**src/rtl/core/crcsec_pkg.sv**
```systemverilog
// Shared types, constants and helpers for the bit-serial CRC encoder/checker.
// Used by every module under rtl/core; no dependencies.
package crcsec_pkg;

    localparam int MAX_DEGREE = 32;                       // widest generator supported
    localparam int DEG_W      = $clog2(MAX_DEGREE + 1);   // holds 1..MAX_DEGREE
    localparam int IDX_W      = (MAX_DEGREE > 1) ? $clog2(MAX_DEGREE) : 1;
    localparam int CFG_DEG_W  = 6;                        // degree register width
    localparam int TAPS_W     = 32;                       // taps register width
    localparam int CFG_DATA_W = 32;
    localparam int CFG_IDX_W  = 2;
    localparam int FIFO_DEPTH = 4;
    localparam int PTR_W      = $clog2(FIFO_DEPTH);
    localparam int FCNT_W     = $clog2(FIFO_DEPTH + 1);

    // register indexes of the config port
    localparam logic [CFG_IDX_W-1:0] REG_TAPS   = 2'd0;
    localparam logic [CFG_IDX_W-1:0] REG_DEGREE = 2'd1;
    localparam logic [CFG_IDX_W-1:0] REG_MODE   = 2'd2;

    typedef enum logic
    {
        JOB_ECHO  = 1'b0,   // encode: echo bit, append remainder at frame end
        JOB_CHECK = 1'b1    // check: single status result at frame end
    } job_kind_t;

    typedef struct packed
    {
        logic [MAX_DEGREE-1:0] taps;       // already masked to the degree
        logic [DEG_W-1:0]      degree;     // effective degree, 1..MAX_DEGREE
        logic                  check_mode;
    } cfg_t;

    typedef struct packed
    {
        job_kind_t             kind;
        logic                  data_bit;
        logic                  frame_end;
        logic                  crc_error;
        logic [DEG_W-1:0]      degree;
        logic [MAX_DEGREE-1:0] remainder;
    } job_t;

    // clamp the programmed degree into 1..MAX_DEGREE
    function automatic logic [DEG_W-1:0] eff_degree(input logic [CFG_DEG_W-1:0] d);
        logic [DEG_W-1:0] res;
        if (d == '0)
            res = DEG_W'(1);
        else if (32'(d) > MAX_DEGREE)
            res = DEG_W'(MAX_DEGREE);
        else
            res = DEG_W'(d);
        return res;
    endfunction

    // ones in the low d bits
    function automatic logic [MAX_DEGREE-1:0] deg_mask(input logic [DEG_W-1:0] d);
        logic [MAX_DEGREE:0] one_hot;
        one_hot = (MAX_DEGREE + 1)'(1) << d;
        return MAX_DEGREE'(one_hot - (MAX_DEGREE + 1)'(1));
    endfunction

endpackage

```
**src/rtl/core/crc_serial_encode_check.sv**
```systemverilog
// Top level of the bit-serial CRC encoder/checker with configurable generator.
// Depends on crcsec_pkg, crcsec_front, crcsec_fifo, crcsec_back.
//
// Usage:
//   Slave stream: one message bit per transaction in s_tdata[0], s_tlast on
//   the final bit of a message/frame. Master stream: one result per
//   transaction, m_tdata[0] the output bit, m_tlast the final result of a
//   frame, m_tuser[0] the CRC error flag (check mode).
//   Encode mode echoes every bit; after the frame's last bit the D-bit
//   remainder follows MSB first, last one flagged with m_tlast.
//   Check mode emits one transaction per frame, at its last bit.
//   Throughput: one input bit per cycle while s_tready is high; the output side
//   delivers one result per cycle while m_tready is high, so an encoded frame of
//   N bits yields N + D results. Each job is queued at its input edge and then
//   loaded into the output register before it appears on the master side.
//   A four-entry job queue sits between the division front end and the
//   result back end; s_tready drops only when that queue is full, e.g. while
//   the back end appends a remainder or m_tready is held low.
//   Reset: taps = 7, degree = 8, encode mode, remainder and queue empty.
//   Config writes (cfg_we/cfg_index/cfg_data) take effect the next cycle and
//   must only be issued while no results are pending.
module crc_serial_encode_check
(
    input  logic                                  clk,
    input  logic                                  rst_n,
    input  logic                                  cfg_we,
    input  logic [crcsec_pkg::CFG_IDX_W-1:0]      cfg_index,
    input  logic [crcsec_pkg::CFG_DATA_W-1:0]     cfg_data,
    input  logic                                  s_tvalid,
    output logic                                  s_tready,
    input  logic [7:0]                            s_tdata,   // [0] data_bit, [7:1] zero
    input  logic                                  s_tlast,   // frame_end
    output logic                                  m_tvalid,
    input  logic                                  m_tready,
    output logic [7:0]                            m_tdata,   // [0] out_bit, [7:1] zero
    output logic                                  m_tlast,   // is_last
    output logic [0:0]                            m_tuser    // [0] crc_error
);
    import crcsec_pkg::*;

    logic [TAPS_W-1:0]    taps_reg;
    logic [CFG_DEG_W-1:0] degree_reg;
    logic                 mode_reg;
    cfg_t                 cfg;

    logic push;
    logic pop;
    logic fifo_full;
    logic fifo_empty;
    job_t push_job;
    job_t head_job;
    logic out_bit;
    logic is_last;
    logic crc_error;

    // configuration registers; unknown index is ignored
    always_ff @(posedge clk or negedge rst_n)
    begin
        if (!rst_n)
        begin
            taps_reg   <= TAPS_W'(7);
            degree_reg <= CFG_DEG_W'(8);
            mode_reg   <= 1'b0;
        end
        else if (cfg_we)
        begin
            unique case (cfg_index)
                REG_TAPS:   taps_reg   <= cfg_data[TAPS_W-1:0];
                REG_DEGREE: degree_reg <= cfg_data[CFG_DEG_W-1:0];
                REG_MODE:   mode_reg   <= cfg_data[0];
                default:    ;
            endcase
        end
    end

    // effective settings: clamped degree, taps limited below the degree
    always_comb
    begin
        cfg.degree     = eff_degree(degree_reg);
        cfg.taps       = MAX_DEGREE'(taps_reg) & deg_mask(cfg.degree);
        cfg.check_mode = mode_reg;
    end

    crcsec_front u_front
    (
        .clk       (clk),
        .rst_n     (rst_n),
        .cfg       (cfg),
        .in_valid  (s_tvalid),
        .in_ready  (s_tready),
        .data_bit  (s_tdata[0]),
        .frame_end (s_tlast),
        .push      (push),
        .push_job  (push_job),
        .fifo_full (fifo_full)
    );

    crcsec_fifo u_fifo
    (
        .clk      (clk),
        .rst_n    (rst_n),
        .push     (push),
        .push_job (push_job),
        .full     (fifo_full),
        .pop      (pop),
        .head_job (head_job),
        .empty    (fifo_empty)
    );

    crcsec_back u_back
    (
        .clk       (clk),
        .rst_n     (rst_n),
        .head_job  (head_job),
        .empty     (fifo_empty),
        .pop       (pop),
        .out_valid (m_tvalid),
        .out_ready (m_tready),
        .out_bit   (out_bit),
        .is_last   (is_last),
        .crc_error (crc_error)
    );

    assign m_tdata = {7'b0, out_bit};
    assign m_tlast = is_last;
    assign m_tuser = crc_error;

endmodule

```
**src/rtl/core/crcsec_front.sv**
```systemverilog
// Front end: accepts input bits, runs the division register, queues jobs.
// Depends on crcsec_pkg.
module crcsec_front
(
    input  logic                  clk,
    input  logic                  rst_n,
    input  crcsec_pkg::cfg_t      cfg,
    input  logic                  in_valid,
    output logic                  in_ready,
    input  logic                  data_bit,
    input  logic                  frame_end,
    output logic                  push,
    output crcsec_pkg::job_t      push_job,
    input  logic                  fifo_full
);
    import crcsec_pkg::*;

    logic [MAX_DEGREE-1:0] rem_reg;
    logic [MAX_DEGREE-1:0] rem_next;
    logic [MAX_DEGREE-1:0] mask;
    logic [MAX_DEGREE-1:0] r_cur;
    logic [MAX_DEGREE-1:0] r_upd;
    logic [IDX_W-1:0]      top_idx;
    logic                  top;
    logic                  accept;

    assign in_ready = !fifo_full;
    assign accept   = in_valid && in_ready;

    always_comb
    begin
        mask    = deg_mask(cfg.degree);
        r_cur   = rem_reg & mask;
        top_idx = IDX_W'(cfg.degree - DEG_W'(1));
        top     = r_cur[top_idx];
        if (cfg.check_mode)
        begin
            r_upd = ((r_cur << 1) | MAX_DEGREE'(data_bit)) & mask;
            if (top)
                r_upd = r_upd ^ cfg.taps;
        end
        else
        begin
            r_upd = (r_cur << 1) & mask;
            if (top ^ data_bit)
                r_upd = r_upd ^ cfg.taps;
        end
        rem_next = rem_reg;
        if (accept)
            rem_next = frame_end ? '0 : r_upd;

        push_job.kind      = cfg.check_mode ? JOB_CHECK : JOB_ECHO;
        push_job.data_bit  = data_bit;
        push_job.frame_end = frame_end;
        push_job.crc_error = (r_upd != '0);
        push_job.degree    = cfg.degree;
        push_job.remainder = r_upd;
        // check mode makes a result only at a frame end
        push = accept && (!cfg.check_mode || frame_end);
    end

    always_ff @(posedge clk or negedge rst_n)
    begin
        if (!rst_n)
            rem_reg <= '0;
        else
            rem_reg <= rem_next;
    end

endmodule

```
**src/rtl/core/crcsec_fifo.sv**
```systemverilog
// Short job queue between front and back ends.
// Depends on crcsec_pkg.
module crcsec_fifo
(
    input  logic             clk,
    input  logic             rst_n,
    input  logic             push,
    input  crcsec_pkg::job_t push_job,
    output logic             full,
    input  logic             pop,
    output crcsec_pkg::job_t head_job,
    output logic             empty
);
    import crcsec_pkg::*;

    job_t              mem [FIFO_DEPTH];
    logic [PTR_W-1:0]  wr_ptr_reg;
    logic [PTR_W-1:0]  wr_ptr_next;
    logic [PTR_W-1:0]  rd_ptr_reg;
    logic [PTR_W-1:0]  rd_ptr_next;
    logic [FCNT_W-1:0] count_reg;
    logic [FCNT_W-1:0] count_next;

    assign full     = (count_reg == FCNT_W'(FIFO_DEPTH));
    assign empty    = (count_reg == '0);
    assign head_job = mem[rd_ptr_reg];

    always_comb
    begin
        wr_ptr_next = push ? PTR_W'(wr_ptr_reg + PTR_W'(1)) : wr_ptr_reg;
        rd_ptr_next = pop  ? PTR_W'(rd_ptr_reg + PTR_W'(1)) : rd_ptr_reg;
        count_next  = count_reg;
        if (push && !pop)
            count_next = count_reg + FCNT_W'(1);
        else if (pop && !push)
            count_next = count_reg - FCNT_W'(1);
    end

    always_ff @(posedge clk)
    begin
        if (push)
            mem[wr_ptr_reg] <= push_job;
    end

    always_ff @(posedge clk or negedge rst_n)
    begin
        if (!rst_n)
        begin
            wr_ptr_reg <= '0;
            rd_ptr_reg <= '0;
            count_reg  <= '0;
        end
        else
        begin
            wr_ptr_reg <= wr_ptr_next;
            rd_ptr_reg <= rd_ptr_next;
            count_reg  <= count_next;
        end
    end

endmodule

```
**src/rtl/core/crcsec_back.sv**
```systemverilog
// Back end: expands queued jobs into result transactions, one per cycle while
// out_ready allows, into a registered output stage. Depends on crcsec_pkg.
module crcsec_back
(
    input  logic             clk,
    input  logic             rst_n,
    input  crcsec_pkg::job_t head_job,
    input  logic             empty,
    output logic             pop,
    output logic             out_valid,
    input  logic             out_ready,
    output logic             out_bit,
    output logic             is_last,
    output logic             crc_error
);
    import crcsec_pkg::*;

    logic [DEG_W-1:0] cnt_reg;      // 0: first result, k>0: remainder bit degree-k
    logic [DEG_W-1:0] cnt_next;
    logic             valid_reg;
    logic             valid_next;
    logic             bit_reg;
    logic             bit_next;
    logic             last_reg;
    logic             last_next;
    logic             err_reg;
    logic             err_next;
    logic             load;
    logic [IDX_W-1:0] pos;

    assign out_valid = valid_reg;
    assign out_bit   = bit_reg;
    assign is_last   = last_reg;
    assign crc_error = err_reg;

    always_comb
    begin
        load       = (!valid_reg || out_ready) && !empty;
        pop        = 1'b0;
        cnt_next   = cnt_reg;
        valid_next = valid_reg && !out_ready;
        bit_next   = bit_reg;
        last_next  = last_reg;
        err_next   = err_reg;
        pos        = IDX_W'(head_job.degree - cnt_reg);
        if (load)
        begin
            valid_next = 1'b1;
            unique case (head_job.kind)
                JOB_CHECK:
                begin
                    bit_next  = 1'b0;
                    last_next = 1'b1;
                    err_next  = head_job.crc_error;
                    pop       = 1'b1;
                end
                JOB_ECHO:
                begin
                    err_next = 1'b0;
                    if (cnt_reg == '0)
                    begin
                        bit_next  = head_job.data_bit;
                        last_next = 1'b0;
                        if (head_job.frame_end)
                            cnt_next = DEG_W'(1);
                        else
                            pop = 1'b1;
                    end
                    else
                    begin
                        // remainder MSB first
                        bit_next  = head_job.remainder[pos];
                        last_next = (cnt_reg == head_job.degree);
                        if (cnt_reg == head_job.degree)
                        begin
                            pop      = 1'b1;
                            cnt_next = '0;
                        end
                        else
                            cnt_next = cnt_reg + DEG_W'(1);
                    end
                end
                default:
                begin
                    pop = 1'b1;
                end
            endcase
        end
    end

    always_ff @(posedge clk or negedge rst_n)
    begin
        if (!rst_n)
        begin
            cnt_reg   <= '0;
            valid_reg <= 1'b0;
        end
        else
        begin
            cnt_reg   <= cnt_next;
            valid_reg <= valid_next;
        end
    end

    always_ff @(posedge clk)
    begin
        bit_reg  <= bit_next;
        last_reg <= last_next;
        err_reg  <= err_next;
    end

endmodule

```
**config.mk**
```make
export PLATFORM = sky130hd
export DESIGN_NAME = crc_serial_encode_check
export DESIGN_NICKNAME = d
export VERILOG_FILES = /design/src/rtl/core/crcsec_pkg.sv /design/src/rtl/core/crc_serial_encode_check.sv /design/src/rtl/core/crcsec_front.sv /design/src/rtl/core/crcsec_fifo.sv /design/src/rtl/core/crcsec_back.sv
export SDC_FILE = /design/constraint.sdc
export NUM_CORES = 1
export LEC_CHECK = 0
export BUFFER_PORTS_ARGS = -buffer_cell sky130_fd_sc_hd__buf_2
export CELL_PAD_IN_SITES_DETAIL_PLACEMENT = 0
export CELL_PAD_IN_SITES_GLOBAL_PLACEMENT = 1
export CORE_ASPECT_RATIO = 1.25
export CORE_UTILIZATION = 50
export DETAILED_ROUTE_END_ITERATION = 10
export PLACE_DENSITY = 0.87
export SYNTH_ARGS = -nofsm -noshare
export SYNTH_HDL_FRONTEND = slang
export SYNTH_SLANG_ARGS = --single-unit
```
**constraint.sdc**
```tcl
create_clock -name clk -period 8 [get_ports clk]
set_input_delay 1.2 -clock clk [delete_from_list [all_inputs] [get_ports clk]]
set_output_delay 1.2 -clock clk [all_outputs]
set_load 0.005 [all_outputs]
```
==> impl_metrics.py <==
metrics = {
    "run_status": {
        "status": "finished, final reports clean",
    },
    "logic_synthesis": {
        "synthTopCellsByArea": "edfxtp_1 (40%), dfrtp_1 (16%), mux4_2 (9.1%)",
        "yosysTopAreaCell": "edfxtp_1",
        "synthCells": 956,
        "mappedNetlistArea_mm2": 0.01281,
        "synth-seq-cells": 256,
        "async_flop_share": 0.3320,
        "yosysWarnings": 0,
        "ys_seq_area_frac": 0.5674,
        "ys_types": 85,
        "synth-edff-count": 171,
        "yosysTopAreaCellShare": 0.4009,
        "ys.flop_type": "edfxtp_1",
        "syn_area_per_cell_um2": 13.40,
    },
    "detailed_routing": {
        "postRouteAntennaNets": 0,
        "drc": 0,
        "post_drt_wl_per_cell_um": 22.30,
        "drtPass1Iterations": 6,
        "vias_per_cell": 6.113,
        "drt_iter0_markers": 700,
        "routed_wl_um": 30090,
        "vias": 8246,
    },
    "global_routing": {
        "grt_max_degree": 63,
        "antenna_found_initial": 0,
        "track_usage": 0.2337,
        "grt_pass1_wl_um": 47440,
        "grt_overflow_total": 0,
        "grt_pass1_vias": 8443,
    },
    "finish": {
        "antenna_cells": 0,
        "largest_reg_flops": 168,
        "drive_gt1_frac": 0.2604,
        "final_cells": 1349,
        "areaGrowthSynthToFinish_pct": 11.19,
        "nets": 1060,
        "most-common-layout-cells": "edfxtp_1 (171), dfrtp_1 (79), nand2_1 (70)",
        "multiInputGateArea_mm2": 0.005149,
        "area.sequential_mm2": 0.007269,
        "layout_commonest_cell": "edfxtp_1",
        "fillers": 2044,
    },
    "die": {
        "row_count": 65,
        "die_area_mm2": 0.02627,
        "die_h_um": 180.9,
        "coreArea_mm2": 0.02521,
        "die_w_um": 145.2,
        "num_io_pins": 60,
        "initial_utilization": 0.5080,
    },
    "timing": {
        "period_minus_slack_ns": 7.375,
        "maxSlewViolCount": 0,
        "setup_viol": 0,
        "tightest_slew_ns": 0.8959,
        "finalCritPeriodShare": 0.9219,
        "max_freq_ghz": 0.1356,
        "finClkSkew_ns": 0.01923,
        "rsz0062_at_grt": "no",
        "slew_headroom": 0.4005,
        "setup-tns-final_ns": 0,
        "hold_viol": 0,
    },
    "clocking": {
        "clockBufferDepth": 3,
        "postCtsResizedCells": 0,
        "clk_pin_slew_ns": 0.06,
        "htreeDepth": 1,
        "cts-buffers-inserted": 24,
        "clkLatencyLatePin_ns": 0.51,
        "cts_tree": "yes",
        "cts_hold_buf": 0,
        "cts_setup_buffers": 0,
        "clock_sinks": 256,
        "root_buffer": "clkbuf_16",
    },
    "critical_path": {
        "reg2regPathDepth": 20,
        "slowest_delay_ns": 0.77,
        "crit_fanout": 41,
        "slowest_stage": "dfstp_2",
        "end_kind": "flip-flop",
        "r2r_slack_ns": 0.62,
        "path_delay_family": "simple AND/OR/NAND/NOR gates",
        "path_depth": 20,
        "crit_path_start_kind": "flip-flop",
        "r2r_end": "u_fifo.mem[0][38]",
        "crit_chain": "nor4_1, nor2_1, nor2_1, buf_4, ha_1, nor3b_1, o311ai_1, and2_1, or4_1, a211oi_2, nand3_1, a221o_1, a32oi_2, or3_1, buf_4, a31o_2, a21boi_0, or4b_1, nor4_1, nand4_1",
        "r2r-start": "degree_reg[3]",
        "crit_arrival_ns": 7.52,
        "required_ns": 8.15,
        "crit_buf_inv": 2,
        "worst-setup-path-type": "reg -> reg",
    },
    "flow_run": {
        "cap_violations": 0,
    },
    "power": {
        "comb_power_share": 0.407,
        "p_per_area_mw_per_mm2": 387.0,
        "p_switching_mw": 1.942,
        "peakVddDrop_uv": 164.0,
        "pwr-share-clk": 0.219,
        "p_int_mw": 3.569,
        "p_seq_frac": 0.375,
        "netSwitchingFraction": 0.3524,
        "cellLeakagePower_nw": 5.171,
    },
    "placement": {
        "dp_cells": 1305,
        "io_buffer_count": 45,
        "hpwlAfterDp_um": 20680,
        "gp_congestion": 0.9327,
    },
    "min_path": {
        "holdPathStages": 1,
        "hp-start": "u_front.rem_reg[1]",
        "hold_path.class": "reg -> reg",
        "holdPathEnd": "u_front.rem_reg[1]",
    },
}
layer usage:
layer | global-route usage | share of wire | vias to the layer above
met2 | 0.4188 | 0.52 | 288
li1 | - | - | 3739
met3 | 0.01970 | 0.043 | 70
met4 | 0.09558 | 0.042 | 0
met5 | 0 | 0 | -
met1 | 0.2920 | 0.39 | 4149
final cells by class:
| class | instances | share of cell area |
|---|---|---|
| sequential | 256 | 0.5105 |
| inverter | 26 | 0.006853 |
| clock inverter | 17 | 0.01476 |
| tap | 335 | 0.02943 |
| multi-input combinational | 613 | 0.3615 |
| timing repair buffer | 75 | 0.03180 |
| clock buffer | 27 | 0.04516 |
synth_stat cells, drive strengths merged, types with 5 or more instances:
cell type,count
buf,32
xnor2,23
nand2b,7
nor2,44
or2,5
a211oi,7
a22o,33
a21boi,10
and2,22
clkbuf,35
edfxtp,171
a21o,7
dfrtp,81
a31o,15
ha,14
o31ai,6
a21oi,31
o21ai,21
inv,26
a2111o,5
mux2,44
and3,8
mux4,52
nor2b,13
or3,6
nor3,16
nand2,70
o211ai,7
xor2,19
nand3,31
nor4,10
nand4,18
metrics by stage:
| step | power (mW) | utilization | area (um^2) | hold slack, ns | setup slack, ns |
|---|---|---|---|---|---|
| 3_5_place_dp | 4.319 | 0.5310 | 13390 | 0.4844 | 0.8223 |
| 2_1_floorplan | 3.681 | - | 12830 | 0.4653 | 1.734 |
| 6_report | 5.511 | 0.5649 | 14240 | 0.5035 | 0.6247 |
| 4_1_cts | 5.543 | 0.5649 | 14240 | 0.5028 | 0.7600 |
| 5_1_grt | 5.789 | 0.5649 | 14240 | 0.5266 | 0.3397 |
| 3_3_place_gp | 4.248 | 0.5310 | 13390 | 0.4798 | 0.9591 |
power by group through the flow:
stage / Combinational, mW / Clock [mW] / Sequential [mW]
floorplan: 1.70 / 0 / 1.98
global placement: 2.18 / 0 / 2.07
detailed placement: 2.24 / 0 / 2.08
CTS: 2.25 / 1.22 / 2.07
global route: 2.42 / 1.27 / 2.10
finish: 2.24 / 1.20 / 2.07
kinds of logic (layout without fill, tap and decap cells):
| logic type | count (synthesis) | count (layout) | share of synthesized area |
|---|---|---|---|
| AND/OR/NAND/NOR | 269 | 269 | 0.1115 |
| multiplexers | 99 | 99 | 0.1325 |
| buffers and inverters | 93 | 145 | 0.03370 |
| XOR/XNOR | 42 | 42 | 0.02872 |
| other | 1 | 7 | 0.0002928 |
| AO/OA/AOI/OAI | 180 | 180 | 0.1092 |
| flip-flops | 256 | 256 | 0.5674 |
| adder cells (fa/ha/maj) | 16 | 16 | 0.01680 |
how the worst max path moves through the flow:
| stage | slack [ns] | start | endpoint |
|---|---|---|---|
| 6_report | 0.62 | degree_reg[3] | u_fifo.mem[0][38] |
| 5_1_grt | 0.34 | degree_reg[4] | u_fifo.mem[1][38] |
| 4_1_cts | 0.76 | degree_reg[3] | u_fifo.mem[1][38] |
| 3_5_place_dp | 0.82 | degree_reg[3] | u_fifo.mem[0][38] |
| 3_3_place_gp | 0.96 | degree_reg[3] | u_fifo.mem[0][38] |
| 2_1_floorplan | 1.73 | degree_reg[3] | u_fifo.mem[0][38] |
Power figures use the tool's default switching activity.
